## config.mk

```make
export PLATFORM = sky130hd
export DESIGN_NAME = sks_tree
export DESIGN_NICKNAME = d
export VERILOG_FILES = /design/src/hdl/sks_tree.sv
export SDC_FILE = /design/constraint.sdc
export NUM_CORES = 1
export LEC_CHECK = 0
export ABC_AREA = 1
export BUFFER_PORTS_ARGS = -buffer_cell sky130_fd_sc_hd__buf_2
export CORE_MARGIN = 1.5
export CORE_UTILIZATION = 53
export CTS_BUF_LIST = sky130_fd_sc_hd__clkbuf_2
export CTS_CLUSTER_DIAMETER = 200
export CTS_CLUSTER_SIZE = 30
export DETAILED_ROUTE_END_ITERATION = 6
export HOLD_SLACK_MARGIN = 0.02
export PLACE_DENSITY = 0.78
export SLEW_MARGIN = 15
export SYNTH_ARGS = -nofsm -noshare
export SYNTH_HDL_FRONTEND = slang
export SYNTH_SLANG_ARGS = --single-unit
```

## constraint.sdc

```tcl
create_clock -name clk -period 1.3 [get_ports clk]
set_input_delay 0.13 -clock clk [delete_from_list [all_inputs] [get_ports clk]]
set_output_delay 0.13 -clock clk [all_outputs]
set_load 0.01 [all_outputs]
```

## src/hdl/sks_tree.sv

```systemverilog
// Registered reduction tree over the cell flags: counts smaller keys and ORs matches.
// Depends on no other file; one register level per tree level.
module sks_tree #(
  parameter int LEAVES = 256
) (
  input  logic                        clk,
  input  logic [LEAVES-1:0]           lt,
  input  logic [LEAVES-1:0]           eq,
  output logic [$clog2(LEAVES):0]     pos,
  output logic                        found
);

  localparam int LOGC  = $clog2(LEAVES);
  localparam int P2    = 1 << LOGC;
  localparam int NODES = P2 - 1;
  localparam int W     = LOGC + 1;

  logic [W-1:0]     cnt_r [NODES];
  logic [NODES-1:0] fnd_r;

  for (genvar n = 0; n < NODES; n++) begin : g_node
    localparam int CL = 2 * n + 1;
    localparam int CR = 2 * n + 2;
    logic [W-1:0] cl, cr;
    logic         fl, fr;

    if (CL >= NODES) begin : g_left_leaf
      if (CL - NODES < LEAVES) begin : g_real
        assign cl = W'(lt[CL-NODES]);
        assign fl = eq[CL-NODES];
      end else begin : g_pad
        assign cl = '0;
        assign fl = 1'b0;
      end
    end else begin : g_left_node
      assign cl = cnt_r[CL];
      assign fl = fnd_r[CL];
    end

    if (CR >= NODES) begin : g_right_leaf
      if (CR - NODES < LEAVES) begin : g_real
        assign cr = W'(lt[CR-NODES]);
        assign fr = eq[CR-NODES];
      end else begin : g_pad
        assign cr = '0;
        assign fr = 1'b0;
      end
    end else begin : g_right_node
      assign cr = cnt_r[CR];
      assign fr = fnd_r[CR];
    end

    always_ff @(posedge clk) begin
      cnt_r[n] <= cl + cr;
      fnd_r[n] <= fl | fr;
    end
  end

  assign pos   = cnt_r[0];
  assign found = fnd_r[0];

endmodule

```

==> impl_metrics.ini, run 1 <==
[outcome]
status = stopped before the end
failed_stage = clock tree synthesis
error_message = [ERROR RSZ-0060] Max buffer count reached.

[floorplanning]
starting_density_of_the_core = 0.539
chipWidth_um = 260
die_h_um = 260
fp-row-count = 93
floorplan.io_pins = 523

[clock_tree]
number_of_setup_buffers_added_after_cts = 3
quantity_of_hold_fixing_buffers_added_after_cts = 876
ctsResizeCount = 86
cts.sinks = 1012
cts-root-buf = sky130_fd_sc_hd__clkbuf_2
clock_tree.buffer_depth = 3
cts_max_level = 2
cts-buffers-inserted = 39

[place]
globalplace.congestion = 0.789
detailed_place_hpwl_mm = 42.6
placement.io_buffers = 522

[synthesis]
postSynthCellCount = 2934
flops_latches_synth = 1012
netlist-cell-type-count = 23
synth.cell_area_sq_mm = 0.0349
synth_seq_area_share = 0.580
yosysWarnings = 0
synthesis.nets = 4012
synth_area_per_cell_sq_um = 11.9
-- synthesized netlist by cell type, drive strengths merged --
cell type,instances,area [sq um]
clkinv,1,3.75
nand3b,10,75.1
inv,543,2040
ha,438,5480
fa,127,2540
o21ai,10,53.8
nand2,183,692
dfxtp,1012,20300
nand3,89,455
nor2,25,96.4
nand4,4,25.0
xor2,51,447
or2,261,1640
buf,9,67.6
a21oi,113,566
xnor2,58,508
-- per-stage QoR --
step                setup TNS, ns  setup WS (ns)  area [sq um]  instances
detailed placement         -0.691        -0.0858         38700       4323
floorplan                -0.00562       -0.00562         35000       2934
global placement           -0.136        -0.0387         38700       4323
-- cell families after synthesis --
family,synth area share
adder cells (fa/ha/maj),0.230
AO/OA/AOI/OAI,0.0177
AND/OR/NAND/NOR,0.0853
flip-flops,0.580
XOR/XNOR,0.0273
buffers and inverters,0.0604
==> run 2: changes to the inputs <==
Settings changed: CORE_UTILIZATION 53 to 40, CTS_BUF_LIST sky130_fd_sc_hd__clkbuf_2 to unset, CTS_CLUSTER_DIAMETER 200 to unset, CTS_CLUSTER_SIZE 30 to unset, HOLD_SLACK_MARGIN 0.02 to unset, PLACE_DENSITY 0.78 to unset, PLACE_DENSITY_LB_ADDON set to 0.15.
Clock period 1.3 ns to 1.7 ns, I/O delays scaled along.
==> run 2 against run 1 <==
- the flow now finishes without violations
- area after synthesis stayed put
- synthesized cell count stayed put
==> impl_metrics.ini, run 2 <==
[outcome]
status = finished, final reports clean

[timing]
timing.final.setup_violations = 0
worst_pin_slew_ns = 0.269
final-hold-violation-count = 0
worst_slew_margin_rel = 0.819
clock.fmax_mhz = 687
final_min_period_over_clock_period = 0.857
finalHoldWorstSlack_ns = 0.233
rsz_0062_raised_after_global_routing = false
finalClockSkew_ns = 0.0259
setup_tns_ns = 0
min_period_ns = 1.46
max_transition_viols_final = 0

[clock_tree]
number_of_setup_buffers_added_after_cts = 0
quantity_of_hold_fixing_buffers_added_after_cts = 640
cts_tree = done
clk_latency_ns = 0.66
clk_pin_slew_ns = 0.06
cts-buffers-inserted = 106
cts_max_level = 3
clock_tree.buffer_depth = 3
cts-root-buf = sky130_fd_sc_hd__clkbuf_16
ctsResizeCount = 0
cts.sinks = 1012

[route]
drtAntennaViolNets = 0
drt_first_pass_iters = 4
dr_total_vias = 22200
viasPerCell = 4.09
wirelength_mm = 66.3
drtIter0Drc = 562
route.detailed.wl_per_inst_um = 12.2
post-route-drc-count = 0

[synthesis]
synth.cell_area_sq_mm = 0.0349
synth_area_per_cell_sq_um = 11.9
postSynthCellCount = 2934
largest_area_contributor_in_the_synthesized_netlist = sky130_fd_sc_hd__dfxtp_1
synth_commonest_cells = sky130_fd_sc_hd__dfxtp_1 (1,012), sky130_fd_sc_hd__inv_1 (539), sky130_fd_sc_hd__ha_1 (438)
most_common_cell_in_the_netlist = sky130_fd_sc_hd__dfxtp_1
netlist-cell-type-count = 23
number_of_flops_mapped_to_enable_cells_by_yosys = 0
yosysWarnings = 0
yosys-top-cells-area = sky130_fd_sc_hd__dfxtp_1 (58%), sky130_fd_sc_hd__ha_1 (16%), sky130_fd_sc_hd__fa_1 (7.3%), sky130_fd_sc_hd__inv_1 (5.8%), sky130_fd_sc_hd__or2_2 (4.6%)
async_flop_share = 0
yosys.area.top_type_share = 0.580
flops_latches_synth = 1012
synthesis.nets = 4012
synth_seq_area_share = 0.580
synth-main-ff-cell = sky130_fd_sc_hd__dfxtp_1

[global_routing]
antenna_found_initial = 4
groute.usage.overall = 0.152
first_global_vias = 24100
globalRouteOverflowTotal = 0
grt_start_max_net_pins = 15
global_route_wire_length_before_repair_mm = 111

[setup_path]
crit_path_cell_trace = ha_1 -> fa_1 -> nand2_1 -> nand2_1 -> nand3b_1 -> nand2_1 -> nand2_1 -> nand2_1
worst-path-max-fanout = 3
critPathSlowestCell = sky130_fd_sc_hd__fa_1
critical_path.top_delay_family = adder cells
worst-setup-path-type = flip-flop to flip-flop
cp.depth = 8
timing.critical_path.to_type = flip-flop
cp_common_cell = sky130_fd_sc_hd__nand2_1
arrival_time_at_the_worst_endpoint_ns = 1.99
rr_worst_depth = 8
required_ns = 2.23
critPathBufInv = 0
setup.worst_path.start_class = flip-flop
crit_path_max_incr_delay_ns = 0.41

[floorplanning]
starting_density_of_the_core = 0.403
coreArea_sq_mm = 0.0866
chipWidth_um = 299
fp-row-count = 108
die_h_um = 299
area_enclosed_by_the_die_boundary_sq_mm = 0.0891
floorplan.io_pins = 523

[cells_and_area]
fin_cells = 5444
largest_reg_flops = 757
fin_nets = 5273
most-common-layout-cells = sky130_fd_sc_hd__dfxtp_1 (1,012), sky130_fd_sc_hd__dlygate4sd3_1 (640), sky130_fd_sc_hd__inv_1 (539)
share_of_post_route_cells_with_drive_strength_above_1 = 0.225
postLayoutCoreUtil = 0.566
regMostFlops = cnt_r
layout.cells.most_common = sky130_fd_sc_hd__dfxtp_1
finish.instance_area_sq_mm = 0.0490
area_growth_pct = 40.3

[place]
placement.io_buffers = 522
globalplace.congestion = 0.765
dpl_cell_area_sq_mm = 0.0389
detailed_place_hpwl_mm = 43.3
numPlacedInstances = 4602

[power]
power.internal_mw = 52.5
clock_power_share = 0.325
p_sw_frac = 0.281
power.share.combinational = 0.252
p_seq_frac = 0.424
cellPowerDensity_mw_per_mm2 = 1490
vdd.ir_drop.worst_v = 0.000798
leakage_nw = 23.5
power.switching_mw = 20.6

[worst_hold_path]
hp-class = primary input to flip-flop
hold_path_stages = 3

[flow_run]
number_of_max_cap_violations = 0
run 2: cell counts after synthesis:
Identical to the previous run, type by type.
run 2: metrics by stage:
step | power [mW] | worst slack, ns
2_1_floorplan | 43.8 | 0.344
3_3_place_gp | 48.9 | 0.264
3_5_place_dp | 48.9 | 0.242
4_1_cts | 74.5 | 0.232
5_1_grt | 78.9 | 0.0872
6_report | 73.1 | 0.244
run 2: logic make-up (layout without fill, tap and decap cells):
logic type,Yosys count,count (layout),synth area share
flops,1012,1012,0.580
simple gates,572,572,0.0853
fa+ha+maj,565,565,0.230
buf+inv,553,1903,0.0604
compound gates,123,123,0.0177
xor+xnor,109,109,0.0273
other cells,0,5,0
run 2: layout make-up:
cell class | count | area (sq um)
diodes | 5 | 12.5
repair buffers | 1162 | 9020
well taps | 1155 | 1450
multi-input cells | 1369 | 12600
clock buffers | 145 | 2980
flip-flops and latches | 1012 | 20300
clock inverters | 52 | 691
fillers | 7160 | 37600
inverters | 544 | 2040
run 2: worst paths after layout:
kind	from	endpoint	slack (ns)
worst max-delay path	cnt_r[0][27]	cnt_r[0][15]	0.24
worst min-delay path	eq[125]	g_node[94].fl	0.23
worst max register to register	cnt_r[0][27]	cnt_r[0][15]	0.24
worst min register to register	g_node[4].fl	g_node[1].fr	0.40
run 2: power groups by stage:
stage	clock network (mW)	logic, mW	registers (mW)
global placement	0	17.4	31.5
global route	25.6	21.8	31.5
detailed placement	0	17.3	31.5
finish	23.7	18.4	30.9
floorplan	0	12.9	30.8
CTS	24.6	18.8	31.1
run 2: per-layer routing:
layer | GRT usage | share of wire | vias to the layer above
met5 | 0 | 0 | -
met4 | 0.0566 | 0.030 | 0
met3 | 0.0321 | 0.045 | 139
met2 | 0.276 | 0.50 | 444
met1 | 0.175 | 0.43 | 10100
li1 | - | - | 11600
run 2: worst min-delay path, stage by stage:
cell                            delay, ns
sky130_fd_sc_hd__buf_2               0.07
sky130_fd_sc_hd__or2_2               0.09
sky130_fd_sc_hd__dlygate4sd3_1       0.53
No activity file was read; power rests on OpenSTA's default activity.
==> run 3: changes to the inputs <==
==> constraint.sdc (replaced) <==
create_clock -name clk -period 1.7 [get_ports clk]
set_input_delay 0.51 -clock clk [delete_from_list [all_inputs] [get_ports clk]]
set_output_delay 0.51 -clock clk [all_outputs]
set_load 0.01 [all_outputs]
==> run 3 against run 2 <==
- setup slack got worse by 0.17 ns
- sequential cell count unchanged
- clock skew decreased by 0.0013 ns
- critical path depth decreased by 7
- count of clock-buffer cells in the layout unchanged
- non-clock buffer count decreased by 526
- worst hold slack got worse by 0.18 ns
- sequential share of layout area increased by 5.0 points
- utilization decreased by 6.1 points
- clock power about the same
- design area decreased by 11%
- largest power group unchanged
==> impl_metrics.ini, run 3 (same netlist as run 2, synthesis figures left out) <==
[outcome]
status = finished, final reports clean

[cells_and_area]
fin_cells = 4920
most-common-layout-cells = sky130_fd_sc_hd__dfxtp_1 (1,011), sky130_fd_sc_hd__inv_1 (539), sky130_fd_sc_hd__buf_2 (517)
layout.cells.most_common = sky130_fd_sc_hd__dfxtp_1
number_of_filler_instances_in_the_final_layout = 7759
share_of_post_route_cells_with_drive_strength_above_1 = 0.256
regMostFlops = cnt_r
largest_reg_flops = 757
area_growth_pct = 25.3
area.sequential_sq_mm = 0.0203
multi_input_area_sq_mm = 0.0126
fin_nets = 4747

[route]
post-route-drc-count = 0
drtAntennaViolNets = 0
route.detailed.wl_per_inst_um = 11.7
wirelength_mm = 57.6
drt_first_pass_iters = 4
drtIter0Drc = 434
viasPerCell = 4.09
dr_total_vias = 20100

[clock_tree]
cts_max_level = 3
clk_pin_slew_ns = 0.06
clk_latency_ns = 0.65
cts-root-buf = sky130_fd_sc_hd__clkbuf_16
cts-buffers-inserted = 106
cts.sinks = 1012
clock_tree.buffer_depth = 3
cts_tree = done

[timing]
finalClockSkew_ns = 0.0246
timing.final.setup_violations = 0
worst_pin_slew_ns = 0.269
worst_slew_margin_rel = 0.819
clock.fmax_mhz = 616
min_period_ns = 1.62
rsz_0062_raised_after_global_routing = false
final-hold-violation-count = 0
max_transition_viols_final = 0
final_critical_path_setup_slack_ns = 0.0764
final_min_period_over_clock_period = 0.955
setup_tns_ns = 0

[place]
placement.io_buffers = 522
detailed_place_hpwl_mm = 43.3
globalplace.congestion = 0.765
pre_cts_slack_ns = 0.242
numPlacedInstances = 4602

[power]
leakage_nw = 21.5
power.switching_mw = 20.2
vdd.ir_drop.worst_v = 0.000814
p_sw_frac = 0.282
power.share.combinational = 0.239
clock_power_share = 0.330
p_seq_frac = 0.431
power.internal_mw = 51.6
cellPowerDensity_mw_per_mm2 = 1640

[setup_path]
crit_path_cell_trace = buf_4
worst-setup-path-type = flip-flop to output port
required_ns = 1.19
worst-path-max-fanout = 1
critPathSlowestCell = sky130_fd_sc_hd__dfxtp_1
arrival_time_at_the_worst_endpoint_ns = 1.11
critical_path.top_delay_family = flip-flops
setup.worst_path.start_class = flip-flop
timing.critical_path.to_type = output port
critPathBufInv = 1
crit_path_max_incr_delay_ns = 0.33

[flow_run]
number_of_max_cap_violations = 0

[floorplanning]
starting_density_of_the_core = 0.403
floorplan.io_pins = 523
coreArea_sq_mm = 0.0866
die_h_um = 299
chipWidth_um = 299
area_enclosed_by_the_die_boundary_sq_mm = 0.0891
fp-row-count = 108

[global_routing]
groute.usage.overall = 0.133
grt_start_max_net_pins = 15
globalRouteOverflowTotal = 0
antenna_found_initial = 7
global_route_wire_length_before_repair_mm = 96.2
first_global_vias = 20900

[worst_hold_path]
hp-class = primary input to flip-flop
## run 3: area by class of cell
cell class	count	area share
clock buffer	145	0.0681
tap	1155	0.0330
multi-input combinational	1369	0.287
clock inverter	52	0.0158
timing repair buffer	636	0.0861
inverter	544	0.0466
sequential	1012	0.463
antenna	7	0.000400
## run 3: final timing paths
check / startpoint / endpoint / slack [ns] / cells after the start
min reg2reg: g_node[4].fl / g_node[1].fr / 0.40 / 1
max: cnt_r[0][0] / pos[0] / 0.08 / 1
max reg2reg: cnt_r[0][27] / cnt_r[0][15] / 0.24 / 8
min: eq[207] / g_node[114].fr / 0.05 / 2
## run 3: metal layers
layer / vias to the layer above / wire, um / track usage
met2: 410 / 27300 / 0.231
met4: 4 / 1740 / 0.0511
met1: 9029 / 25400 / 0.156
met5: - / 34 / 0
met3: 112 / 3140 / 0.0332
li1: 10500 / - / -
## run 3: worst register-to-register path, stage by stage (launching register included)
cell and delay [ns]:
sky130_fd_sc_hd__dfxtp_1 0.31, sky130_fd_sc_hd__ha_1 0.23, sky130_fd_sc_hd__fa_1 0.41, sky130_fd_sc_hd__nand2_1 0.08, sky130_fd_sc_hd__nand2_1 0.06, sky130_fd_sc_hd__nand3b_1 0.10
sky130_fd_sc_hd__nand2_1 0.05, sky130_fd_sc_hd__nand2_1 0.05, sky130_fd_sc_hd__nand2_1 0.04
## run 3: power by group through the flow
stage          clock [mW]  sequential [mW]  combinational, mW
2_1_floorplan           0             30.8               12.9
4_1_cts              24.6             31.1               17.8
3_5_place_dp            0             31.5               17.3
3_3_place_gp            0             31.5               17.4
5_1_grt              25.6             31.5               20.6
6_report             23.7             30.9               17.2
## run 3: metrics by stage
| step | hold slack (ns) | power [mW] | area [sq um] | utilization |
|---|---|---|---|---|
| after CTS | 0.000189 | 73.4 | 43800 | 0.505 |
| final | 0.0543 | 71.8 | 43800 | 0.505 |
| after detailed placement | 0.393 | 48.9 | 38900 | 0.450 |
| after global placement | 0.393 | 48.9 | 38900 | 0.450 |
| after floorplan | 0.389 | 43.8 | 34900 | - |
| after global routing | 0.0119 | 77.6 | 43800 | 0.505 |
## run 3: repair_timing
action,CTS,global route
hold endpoints to repair,70,0
resized for setup,4,5
setup buffers,0,0
endpoints found under the setup margin,3,3
hold buffers,114,0
