## src/hdl/sks_pkg.sv

```systemverilog
// Shared types and constants for the sorted key set table.
// Used by sks_cell, sorted_key_set_table_top and the bench; depends on nothing.
package sks_pkg;

  localparam int KEY_W        = 47;
  localparam int CMD_W        = 2;
  localparam int OUT_NUM_W    = 9;
  localparam int DEF_CAPACITY = 256;

  localparam logic [CMD_W-1:0] CMD_LOOKUP = 2'd0;
  localparam logic [CMD_W-1:0] CMD_ADD    = 2'd1;
  localparam logic [CMD_W-1:0] CMD_REMOVE = 2'd2;

  // Per-cycle instruction broadcast to every cell of the chain
  typedef struct packed {
    logic cmp_en;   // compare the stored key against the request key
    logic ins_en;   // open a gap at the insertion point and drop the key in
    logic rem_en;   // close the gap at the matching key
  } sks_ctrl_t;

endpackage

```

## src/hdl/sks_cell.sv

```systemverilog
// One cell of the sorted key chain: holds a single key and its compare flags.
// Depends on sks_pkg; instantiated in a row by sorted_key_set_table_top.
module sks_cell (
  input  logic                     clk,
  input  logic                     rst_n,
  input  sks_pkg::sks_ctrl_t       ctrl,
  input  logic                     valid,     // this slot lies below the fill count
  input  logic [sks_pkg::KEY_W-1:0] key_in,   // request key, broadcast
  input  logic                     lt_prev,   // lower neighbour holds a smaller key
  input  logic [sks_pkg::KEY_W-1:0] key_prev, // lower neighbour's key
  input  logic [sks_pkg::KEY_W-1:0] key_next, // upper neighbour's key
  output logic [sks_pkg::KEY_W-1:0] key_o,
  output logic                     lt_o,
  output logic                     eq_o
);

  logic [sks_pkg::KEY_W-1:0] key_r, key_nxt;
  logic                      lt_r, lt_nxt;
  logic                      eq_r, eq_nxt;

  always_comb begin
    key_nxt = key_r;
    lt_nxt  = lt_r;
    eq_nxt  = eq_r;
    if (ctrl.cmp_en) begin
      lt_nxt = valid && (key_r < key_in);
      eq_nxt = valid && (key_r == key_in);
    end
    // cells holding smaller keys stay put; the rest shift
    if (ctrl.ins_en && !lt_r) begin
      key_nxt = lt_prev ? key_in : key_prev;
    end
    if (ctrl.rem_en && !lt_r) begin
      key_nxt = key_next;
    end
  end

  always_ff @(posedge clk) begin
    key_r <= key_nxt;
  end

  always_ff @(posedge clk) begin
    if (!rst_n) begin
      lt_r <= 1'b0;
      eq_r <= 1'b0;
    end else begin
      lt_r <= lt_nxt;
      eq_r <= eq_nxt;
    end
  end

  assign key_o = key_r;
  assign lt_o  = lt_r;
  assign eq_o  = eq_r;

endmodule

```

## config.mk

```make
export PLATFORM = sky130hd
export DESIGN_NAME = sks_cell
export DESIGN_NICKNAME = d
export VERILOG_FILES = /design/src/hdl/sks_pkg.sv /design/src/hdl/sks_cell.sv
export SDC_FILE = /design/constraint.sdc
export NUM_CORES = 1
export LEC_CHECK = 0
export BUFFER_PORTS_ARGS = -buffer_cell sky130_fd_sc_hd__buf_4
export CORE_AREA = 10 10 98 100
export DETAILED_ROUTE_END_ITERATION = 8
export DIE_AREA = 0 0 108 110
export MAX_ROUTING_LAYER = met4
export PLACE_DENSITY = 0.88
export SLEW_MARGIN = 10
export SYNTH_ARGS = -nofsm -noshare
export SYNTH_HDL_FRONTEND = slang
export SYNTH_SLANG_ARGS = --single-unit
```

## constraint.sdc

```tcl
create_clock -name clk -period 7.1 [get_ports clk]
set_clock_uncertainty 0.05 [all_clocks]
set_input_delay 1.065 -clock clk [delete_from_list [all_inputs] [get_ports clk]]
set_output_delay 1.065 -clock clk [all_outputs]
set_load 0.005 [all_outputs]
```

# Word level (Yosys, flattened, before mapping)
# Cells that the tools add are included.
# word_totals
word_cells,14
ff_bits,49
out_inout_bits,49
# classes
mux,3
reduce_logical,6
eq_ne,1
n_lt_le_gt_ge,1
# ops
cell,n
$mux W47,3
$eq A47 B47 Y1,1
$lt A47 B47 Y1,1
$logic_and A1 B1 Y1,4
$reduce_bool A2 Y1,1
$logic_not A1 Y1,1

# Depth between registers and ports, before layout
# Gate-level depths: netlist (run 1).
# logic_depth
ltp_word,4
mapped_depth,8
depth_no_buf,8

# Worst setup path before layout (run 1)
# Ideal clock, no wire load.
# synth_timing
path_type,input-to-reg
from,input ctrl[1] in the netlist's numbering
to,register key_r (netlist bit key_o[0]) (enable)
setup_slack_ns,3.506
t_arrival_ns,3.091
required_ns,6.597
path_buffers,0
stages,2
path_cell_list,nor2_1 -> nor2_1
# synth_between
elab_chain_len,2
# synth_rtl
element,line_no,rtl
"start, declared",sks_cell.sv:6,"input sks_pkg::sks_ctrl_t ctrl,"
$logic_and A1 B1 Y1,sks_cell.sv:30,if (ctrl.ins_en && !lt_r) begin
$reduce_bool A2 Y1 (no line),-,
"end signal, assigned",sks_cell.sv:39,key_r <= key_nxt;
"end, declared",sks_cell.sv:17,"logic [sks_pkg::KEY_W-1:0] key_r, key_nxt;"
# Every way passes these cells.
# A chain may end at the register's enable or synchronous reset.

# Worst setup path after layout (run 1)
# layout_timing
from,input key_in[42] in the netlist's numbering
to,register lt_r (netlist: lt_o)
# layout_between
elab_chain_len,2
# layout_rtl
element,line_no,rtl
"start, declared",sks_cell.sv:8,"input logic [sks_pkg::KEY_W-1:0] key_in,"
$lt A47 B47 Y1,sks_cell.sv:26,lt_nxt = valid && (key_r < key_in);
$logic_and A1 B1 Y1,sks_cell.sv:26,
"end signal, assigned",sks_cell.sv:47,lt_r <= lt_nxt;
"end, declared",sks_cell.sv:18,"logic lt_r, lt_nxt;"
# Every way passes these cells.

==> run metrics, run 1 <==
Layout area overhead 46.3%; post-synthesis mux area share 12.8%; Congestion Overflow GR 0; post-synthesis xor/xnor area fraction 0%; Reg power frac 41.8%; maxcap violations 0; Resized Gates After CTS 0; slowest cell delay on critical path 340 ps; clock root cell clkbuf_8; top cells by count, synth 61 x nand2_1, 49 x inv_1, 49 x o21ai_1; f_max 414 MHz; Synth Area in Compound Gates 12.5%; Avg Cell Area, Syn 9.53 um^2; Final GP Congestion 0.844; first-pass GRT wire length 18400 um; post-synthesis instance area 3670 um^2; CTS clock-pin slew for the worst setup and hold paths 90 ps; Total Routing Usage GR 19.9%; min-delay worst type reg2reg; CP Launch Type input port; vias in the first global route 3810; initial antenna violation count 0; clock sink total 49; Nets 770; # IOs 197; Seq/Total Area, Yosys 39.6%; Post-Syn Nets 580; Slew @ Worst Pin 858 ps; Max FO, Critical Path 3; net switching power 260 uW; Setup crit end kind flop; vias per inst 5.14; Syn. warnings 0; worst vdd ir 0.000103 V; Final period util 34.0%; most common cell in the netlist nand2_1; number of synthesized flops with an enable pin 47; crit path time final 2410 ps; Final Cell Area 5370 um^2; CTS tree done; cell accounting for the most synthesized area edfxtp_1; clk_lat worst skew 300 ps; Die W 108 um; Critical Path RT 7250 ps; Initial Utilization 48.0%; antenna-violating nets left 0; Clock power frac 25.5%; Power Internal 666 uW; placed cell area 5230 um^2; n_diodes 0; Switching Fraction 28.1%; Synth Register Bits 49; Crit Path Class in2reg; Iteration-0 DRC Markers 84; relative slew slack 42.8%; Synth Instances 385; largest net degree at the start of global routing 95; Post-Synth Adder-Cell Area 16.0%; TritonCTS Buffers 5; Power per Cell Area 173 nW/um^2; Comb power frac 32.7%; most common flop cell mapped by yosys edfxtp_1; postcts setup bufs 0; vias 3485; number of distinct library cells after synthesis 29; outcome completed; CTS Hold Bufs 0; DIE HEIGHT 110 um; DR pass1 iterations 4; DRC viols 0; CORE AREA 7650 um^2; cell row count 32; number of I/O port buffers 196; simple-gate portion of the synthesized area 12.3%; Die Area 11900 um^2; CP arrival 2560 ps; Max Slew Vio Count 0; drt wl/cell 17.5 um; H-Tree Depth 2; Fin. Hold Viols 0; Clock Path Buffers 2; top post-synthesis cells by area edfxtp_1 38%, ha_1 16%, mux2i_1 13%; Fin Hold WS 582 ps; setup violators final 0; leakage 0.00278 uW; unrepaired setup endpoints after global routing no; layout cell share with drive strength beyond 1 37.2%; post-DP HPWL 10000 um; routed wire length 11900 um; cell breakdown of the critical path buf_4, inv_1, ha_1, and4_4, nand2_4, nor4_4, nand3_1, a21oi_1, o31ai_2; Async SR Flop Fraction 0%; Synth top area share 38.5%; Fin Setup TNS 0 ps; slowest stage cell on the critical path nor4_4; main combinational cell family by area after synthesis adder cells
[stage by stage]
step | worst slack [ps] | std cells | power [uW] | utilization [%]
2_1_floorplan | 3510 | 385 | 530 | -
3_3_place_gp | 4420 | 670 | 682 | 68.4
3_5_place_dp | 4360 | 670 | 699 | 68.4
4_1_cts | 4700 | 678 | 935 | 70.2
5_1_grt | 4560 | 678 | 982 | 70.2
6_report | 4690 | 678 | 926 | 70.2
[cell families (layout without fill, tap and decap cells)]
| group | after synthesis | count (layout) |
|---|---|---|
| and+or+nand+nor | 93 | 93 |
| AOI/OAI and AO/OA | 85 | 85 |
| buffers and inverters | 64 | 255 |
| DFF | 49 | 49 |
| adders and majority gates | 47 | 47 |
| muxes | 47 | 47 |
[final timing paths]
kind,from,slack [ps],cells after the start,to
max,key_in[42],4690,9,lt_o
min,eq_o,580,3,eq_o
max reg2reg,key_o[42],5130,7,lt_o
min reg2reg,eq_o,580,3,eq_o
[power groups by stage]
stage	sequential, uW	clock [uW]	combinational, uW
2_1_floorplan	394	0	136
3_3_place_gp	390	0	292
3_5_place_dp	393	0	306
4_1_cts	387	241	307
5_1_grt	392	250	340
6_report	387	236	303
[layout by cell type (no fill, tap or decap), drive strengths merged, types with 5 or more instances in the layout]
cell type and instances:
clkbuf 5, nand3 8, a21o 5, nor2 7, mux2i 47, buf 198
a21oi 21, o21ai 53, inv 49, ha 47, nand4 7, edfxtp 47
nand2 62
[layout make-up]
class                           count  area (um^2)
Sequential cell                    49         1450
Timing Repair Buffer              198         1490
Multi-Input combinational cell    272         1980
Fill cell                         605         2280
Clock inverter                      3         65.1
Inverter                           49          184
Tap cell                          102          128
Clock buffer                        5         68.8
[metal layers]
metal  track usage, %  vias up  wire length [um]
li1                 -     1746                 -
met1             21.0     1589              4670
met2             36.2      137              6240
met3             5.17       13               741
met4             4.77        0               195
met5                -        -                 0
[critical path, delay by kind of cell]
kind	cells	cell delay (ps)
adders and majority gates	1	310
and+or+nand+nor	4	820
AOI/OAI and AO/OA	2	250
buffers and inverters	2	130
[flip-flops by register name, indices dropped and copies added, names as in the netlist]
signal / cells
eq_o: 1
key_o: 47
lt_o: 1
No activity file was read; power rests on OpenSTA's default activity.
==> run 2, diff against run 1 <==
--- a/config.mk
+++ b/config.mk
@@ -6,11 +6,11 @@
 export NUM_CORES = 1
 export LEC_CHECK = 0
 export BUFFER_PORTS_ARGS = -buffer_cell sky130_fd_sc_hd__buf_4
-export CORE_AREA = 10 10 98 100
+export CORE_AREA = 10 10 101 103
 export DETAILED_ROUTE_END_ITERATION = 8
-export DIE_AREA = 0 0 108 110
+export DIE_AREA = 0 0 111 113
 export MAX_ROUTING_LAYER = met4
-export PLACE_DENSITY = 0.88
+export PLACE_DENSITY = 0.83
 export SLEW_MARGIN = 10
 export SYNTH_ARGS = -nofsm -noshare
 export SYNTH_HDL_FRONTEND = slang
==> constraint.sdc (replaced) <==
create_clock -name clk -period 2.5 [get_ports clk]
set_clock_uncertainty 0.05 [all_clocks]
set_input_delay 0.375 -clock clk [delete_from_list [all_inputs] [get_ports clk]]
set_output_delay 0.375 -clock clk [all_outputs]
set_load 0.005 [all_outputs]
==> run 2 against run 1 <==
Effect of this change:
- cell count is 0.74% higher
- wire length is 0.90% lower
- clock power is 110% higher
- die area is 5.6% higher
- hold slack worse by 330 ps
- utilization is 4.2 points lower
- setup slack worse by 4100 ps
- largest power group unchanged
==> run metrics, run 2 (same netlist as run 1, synthesis figures left out) <==
Layout area overhead 46.3% (about the same); Congestion Overflow GR 0 (unchanged); drt wl/cell 17.2 um (-1.6%); Hold EP eq_o; min-delay worst type in2reg; H-Tree Depth 2 (unchanged); unrepaired setup endpoints after global routing no; family with the most delay on the worst path compound AO/OA/AOI/OAI gates; f_max 527 MHz; Critical R2R Launch key_o[29]; vias per inst 5.11 (-0.68%); worst vdd ir 0.000258 V (+150%); antenna-violating nets left 0 (unchanged); routed wire length 11700 um (-0.90%); placed cell area 5280 um^2 (+0.84%); clock sink total 49 (unchanged); post-DP HPWL 9940 um (-0.93%); Clock Path Buffers 2 (unchanged); worst hold stages 2 (-1); CP Buf/Inv Count 0 (-2); cell row count 33 (+3.1%); cell breakdown of the critical path ha_1, a21oi_1, nand2_1, a221oi_1, nand2_1, o21a_1, o31ai_2; Nets 772 (+0.26%); Iteration-0 DRC Markers 111 (+32%); worst reg2reg path depth 7 (unchanged); vias in the first global route 3831 (+0.55%); most frequent cells in the layout 198 x buf_4, 61 x nand2_1, 49 x inv_1, 49 x o21ai_1; DIE HEIGHT 113 um (+2.7%); Final Cell Area 5370 um^2 (about the same); Die Area 12500 um^2 (+5.6%); # IOs 197 (unchanged); Max FO, Critical Path 3 (unchanged); DRC viols 0 (unchanged); Die W 111 um (+2.8%); Final period util 75.9%; clk_lat worst skew 300 ps (about the same); slowest cell delay on critical path 410 ps (+70 ps); n_diodes 0 (unchanged); Crit Path Class reg2reg; max FFs per register 47 (unchanged); Slew @ Worst Pin 455 ps (-403 ps); Resized Gates After CTS 0 (unchanged); Layout fillers 691 (+14%); Fin Setup TNS 0 ps (unchanged); CORE AREA 8130 um^2 (+6.4%); vias 3487 (+0.057%); crit path time final 1900 ps; CTS tree done; Setup crit end kind flop; CP arrival 2080 ps (-480 ps); postcts setup bufs 0 (unchanged); maxcap violations 0 (unchanged); R2R Setup Slk 600 ps (-4530 ps); CP Launch Type flop; Critical Path RT 2680 ps (-4570 ps); clock root cell clkbuf_8; CP Depth 7 (-2); setup violators final 0 (unchanged); leakage 0.00278 uW (about the same); CTS clock-pin slew for the worst setup and hold paths 90 ps (about the same); worst hold start rst_n; DR pass1 iterations 4 (unchanged); Power per Cell Area 457 nW/um^2 (+160%); layout cell share with drive strength beyond 1 37.2% (+0.044 points); first-pass GRT wire length 18600 um (+1.0%); initial antenna violation count 0 (unchanged); Total Routing Usage GR 18.4% (-1.5 points); Initial Utilization 45.1% (-2.9 points); FF-to-FF End lt_o; CTS Hold Bufs 0 (unchanged); outcome completed; Fin. Hold Viols 0 (unchanged); slowest stage cell on the critical path edfxtp_1; largest net degree at the start of global routing 95 (unchanged); commonest non-fill, non-tap cell in the layout buf_4; Max Slew Vio Count 0 (unchanged); relative slew slack 69.6% (+27 points); number of I/O port buffers 196 (unchanged); CP most frequent cell nand2_1; TritonCTS Buffers 5 (unchanged); Final GP Congestion 0.886 (+5.0%)
run 2: per-layer routing:
layer  wire [um]  vias to the layer above  global-route usage (%)
met5           0                        -                       -
met4         291                        0                    5.64
met3         682                       19                    4.81
met2        5940                      139                    32.1
met1        4830                     1583                    20.1
li1            -                     1746                       -
run 2: worst max path at each step:
stage                    start        to  slack [ps]
floorplan              ctrl[1]  key_o[0]         410
global placement    key_in[20]      lt_o         540
detailed placement  key_in[29]      lt_o         510
CTS                  key_o[45]      lt_o         580
global route         key_o[29]      lt_o         470
finish               key_o[29]      lt_o         600
run 2: where the power goes:
part           switching, uW  internal (uW)
combinational            401            463
sequential              62.5           1040
clock                    270            220
total                    733           1720
run 2: layout make-up:
type	instances	area (um^2)	share of cell area (%)
Sequential cell	49	1450	27.0
Clock buffer	6	82.6	1.54
Inverter	49	184	3.43
Timing Repair Buffer	200	1530	28.4
Tap cell	105	131	2.45
Clock inverter	2	8.76	0.163
Multi-Input combinational cell	272	1980	36.9
run 2: stage by stage:
| stage | std cells | power [uW] | hold WS (ps) | util, % | setup slack, ps |
|---|---|---|---|---|---|
| final | 683 | 2450 | 250 | 66.0 | 602 |
| after global routing | 683 | 2610 | 238 | 66.0 | 473 |
| after CTS | 683 | 2480 | 243 | 66.0 | 577 |
| after detailed placement | 675 | 1990 | 558 | 64.9 | 509 |
| after global placement | 675 | 1950 | 552 | 64.9 | 543 |
| after floorplan | 385 | 1510 | 447 | - | 409 |
==> run 3, diff against run 2 <==
==> constraint.sdc (replaced) <==
create_clock -name clk -period 1.8 [get_ports clk]
set_clock_uncertainty 0.05 [all_clocks]
set_input_delay 0.27 -clock clk [delete_from_list [all_inputs] [get_ports clk]]
set_output_delay 0.27 -clock clk [all_outputs]
set_load 0.005 [all_outputs]
==> run 3 against run 2 <==
Effect of this change:
- non-clock buffer count increased by 17
- final area increased by 3.9%
- flip-flop and latch count unchanged
- die area unchanged
- sequential share of layout area decreased by 1.0 points
- sequential power increased by 38%
- critical path type unchanged
- critical endpoint unchanged
==> run metrics, run 3 (same netlist as run 1, synthesis figures left out) <==
DIE HEIGHT 113 um (unchanged); leakage 0.00286 uW (+2.7%); total power draw 3460 uW (+41%); clock sink total 49 (unchanged); # IOs 197 (unchanged); vias 3487 (unchanged); Die W 111 um (unchanged); CTS Hold Bufs 0 (unchanged); crit path to lt_o; Critical Path RT 1970 ps (-710 ps); maxcap violations 0 (unchanged); CP arrival 1950 ps (-130 ps); max FFs per register 47 (unchanged); Layout area overhead 52.0%; Setup crit end kind flop; cell count after placement 688 (+1.9%); final core utilization 68.5% (+2.6 points); CTS tree done; first-pass GRT wire length 18200 um (-2.4%); Die Area 12500 um^2 (unchanged); crit path from key_o[45]; Fin. Hold Viols 0 (unchanged); vias in the first global route 3705 (-3.3%); Slew @ Worst Pin 361 ps (-93.8 ps); Crit Path Class reg2reg; Fin Hold WS 152 ps (-97.8 ps); CORE AREA 8130 um^2 (unchanged); Non-Filler Instances 700 (+2.5%); cell row count 33 (unchanged); TritonCTS Buffers 5 (unchanged); Critical R2R Launch key_o[45]; H-Tree Depth 2 (unchanged); DRC viols 0 (unchanged); Congestion Overflow GR 0 (unchanged); Total Routing Usage GR 17.8% (-0.53 points); unrepaired setup endpoints after global routing yes; clk_lat worst skew 300 ps (about the same); min-delay worst type in2reg; post-DP HPWL 9570 um (-3.8%); antenna-violating nets left 0 (unchanged); drt wl/cell 16.6 um (-3.4%); number of I/O port buffers 196 (unchanged); most frequent cells in the layout 214 x buf_4, 61 x nand2_1, 50 x o21ai_1; R2R Setup Slk 20 ps (-580 ps); Max FO, Critical Path 2 (-1); Final Cell Area 5570 um^2 (+3.9%); crit path time final 1780 ps (-121 ps); n_diodes 0 (unchanged); vias per inst 4.98 (-2.4%); DR pass1 iterations 4 (unchanged); Final period util 98.7% (+23 points); FF-to-FF End lt_o; Iteration-0 DRC Markers 124 (+12%); worst hold start rst_n; worst reg2reg path depth 8 (+1); outcome completed; clock root cell clkbuf_8; worst vdd ir 0.000340 V (+32%); Nets 789 (+2.2%); Clock Path Buffers 2 (unchanged); routed wire length 11600 um (-0.97%); CTS clock-pin slew for the worst setup and hold paths 90 ps (about the same); Power per Cell Area 621 nW/um^2 (+36%); CP Launch Type flop; f_max 563 MHz (+6.8%); Initial Utilization 45.1% (unchanged); initial antenna violation count 0 (unchanged); placed cell area 5390 um^2 (+2.1%); setup violators final 0 (unchanged); Max Slew Vio Count 0 (unchanged); layout cell share with drive strength beyond 1 40.3% (+3.1 points); largest net degree at the start of global routing 95 (unchanged); relative slew slack 75.9% (+6.3 points); Final GP Congestion 0.885 (-0.18%); commonest non-fill, non-tap cell in the layout buf_4
==> run 3: worst min-delay path by stage <==
stage / end / slack (ps) / depth (start not counted)
3_3_place_gp: eq_o / 450 / 2
4_1_cts: eq_o / 150 / 2
3_5_place_dp: eq_o / 460 / 2
2_1_floorplan: eq_o / 340 / 1
5_1_grt: eq_o / 150 / 2
6_report: eq_o / 150 / 2
==> run 3: layout make-up <==
class | instances | area (um^2)
inverter | 49 | 184
timing repair buffer | 217 | 1670
tap | 105 | 131
fill | 637 | 2560
multi-input combinational | 272 | 2060
sequential | 49 | 1450
clock buffer | 8 | 80.1
==> run 3: repair_timing <==
action	in CTS	in global routing
pin swaps	5	1
endpoints found under the setup margin	2	2
resized for setup	8	3
endpoints found under the hold margin	0	0
setup buffers	2	2
==> run 3: critical path: stages (launching register included) <==
cell and delay, ps:
edfxtp_1 400, ha_1 310, and4_4 210, nand2_4 70, buf_4 110, nor2_1 30, a21oi_1 150, nand3_1 130
o31ai_2 230
==> run 3: where the power goes <==
part | switching [uW] | internal [uW] | total (uW)
clock | 353 | 277 | 630
sequential | 85.8 | 1440 | 1520
combinational | 581 | 727 | 1310
==> run 3: stage by stage <==
| step | TNS (ps) | worst slack [ps] |
|---|---|---|
| CTS | -4.06 | -4.06 |
| global placement | -74.0 | -56.3 |
| floorplan | 0 | 36.7 |
| detailed placement | -180 | -105 |
| global route | -168 | -84.8 |
| finish | 0 | 22.5 |
==> run 3: layer usage <==
metal | routed length (um) | track usage, %
met5 | 0 | -
met4 | 145 | 3.73
met3 | 736 | 4.91
met2 | 5960 | 31.5
met1 | 4790 | 19.7
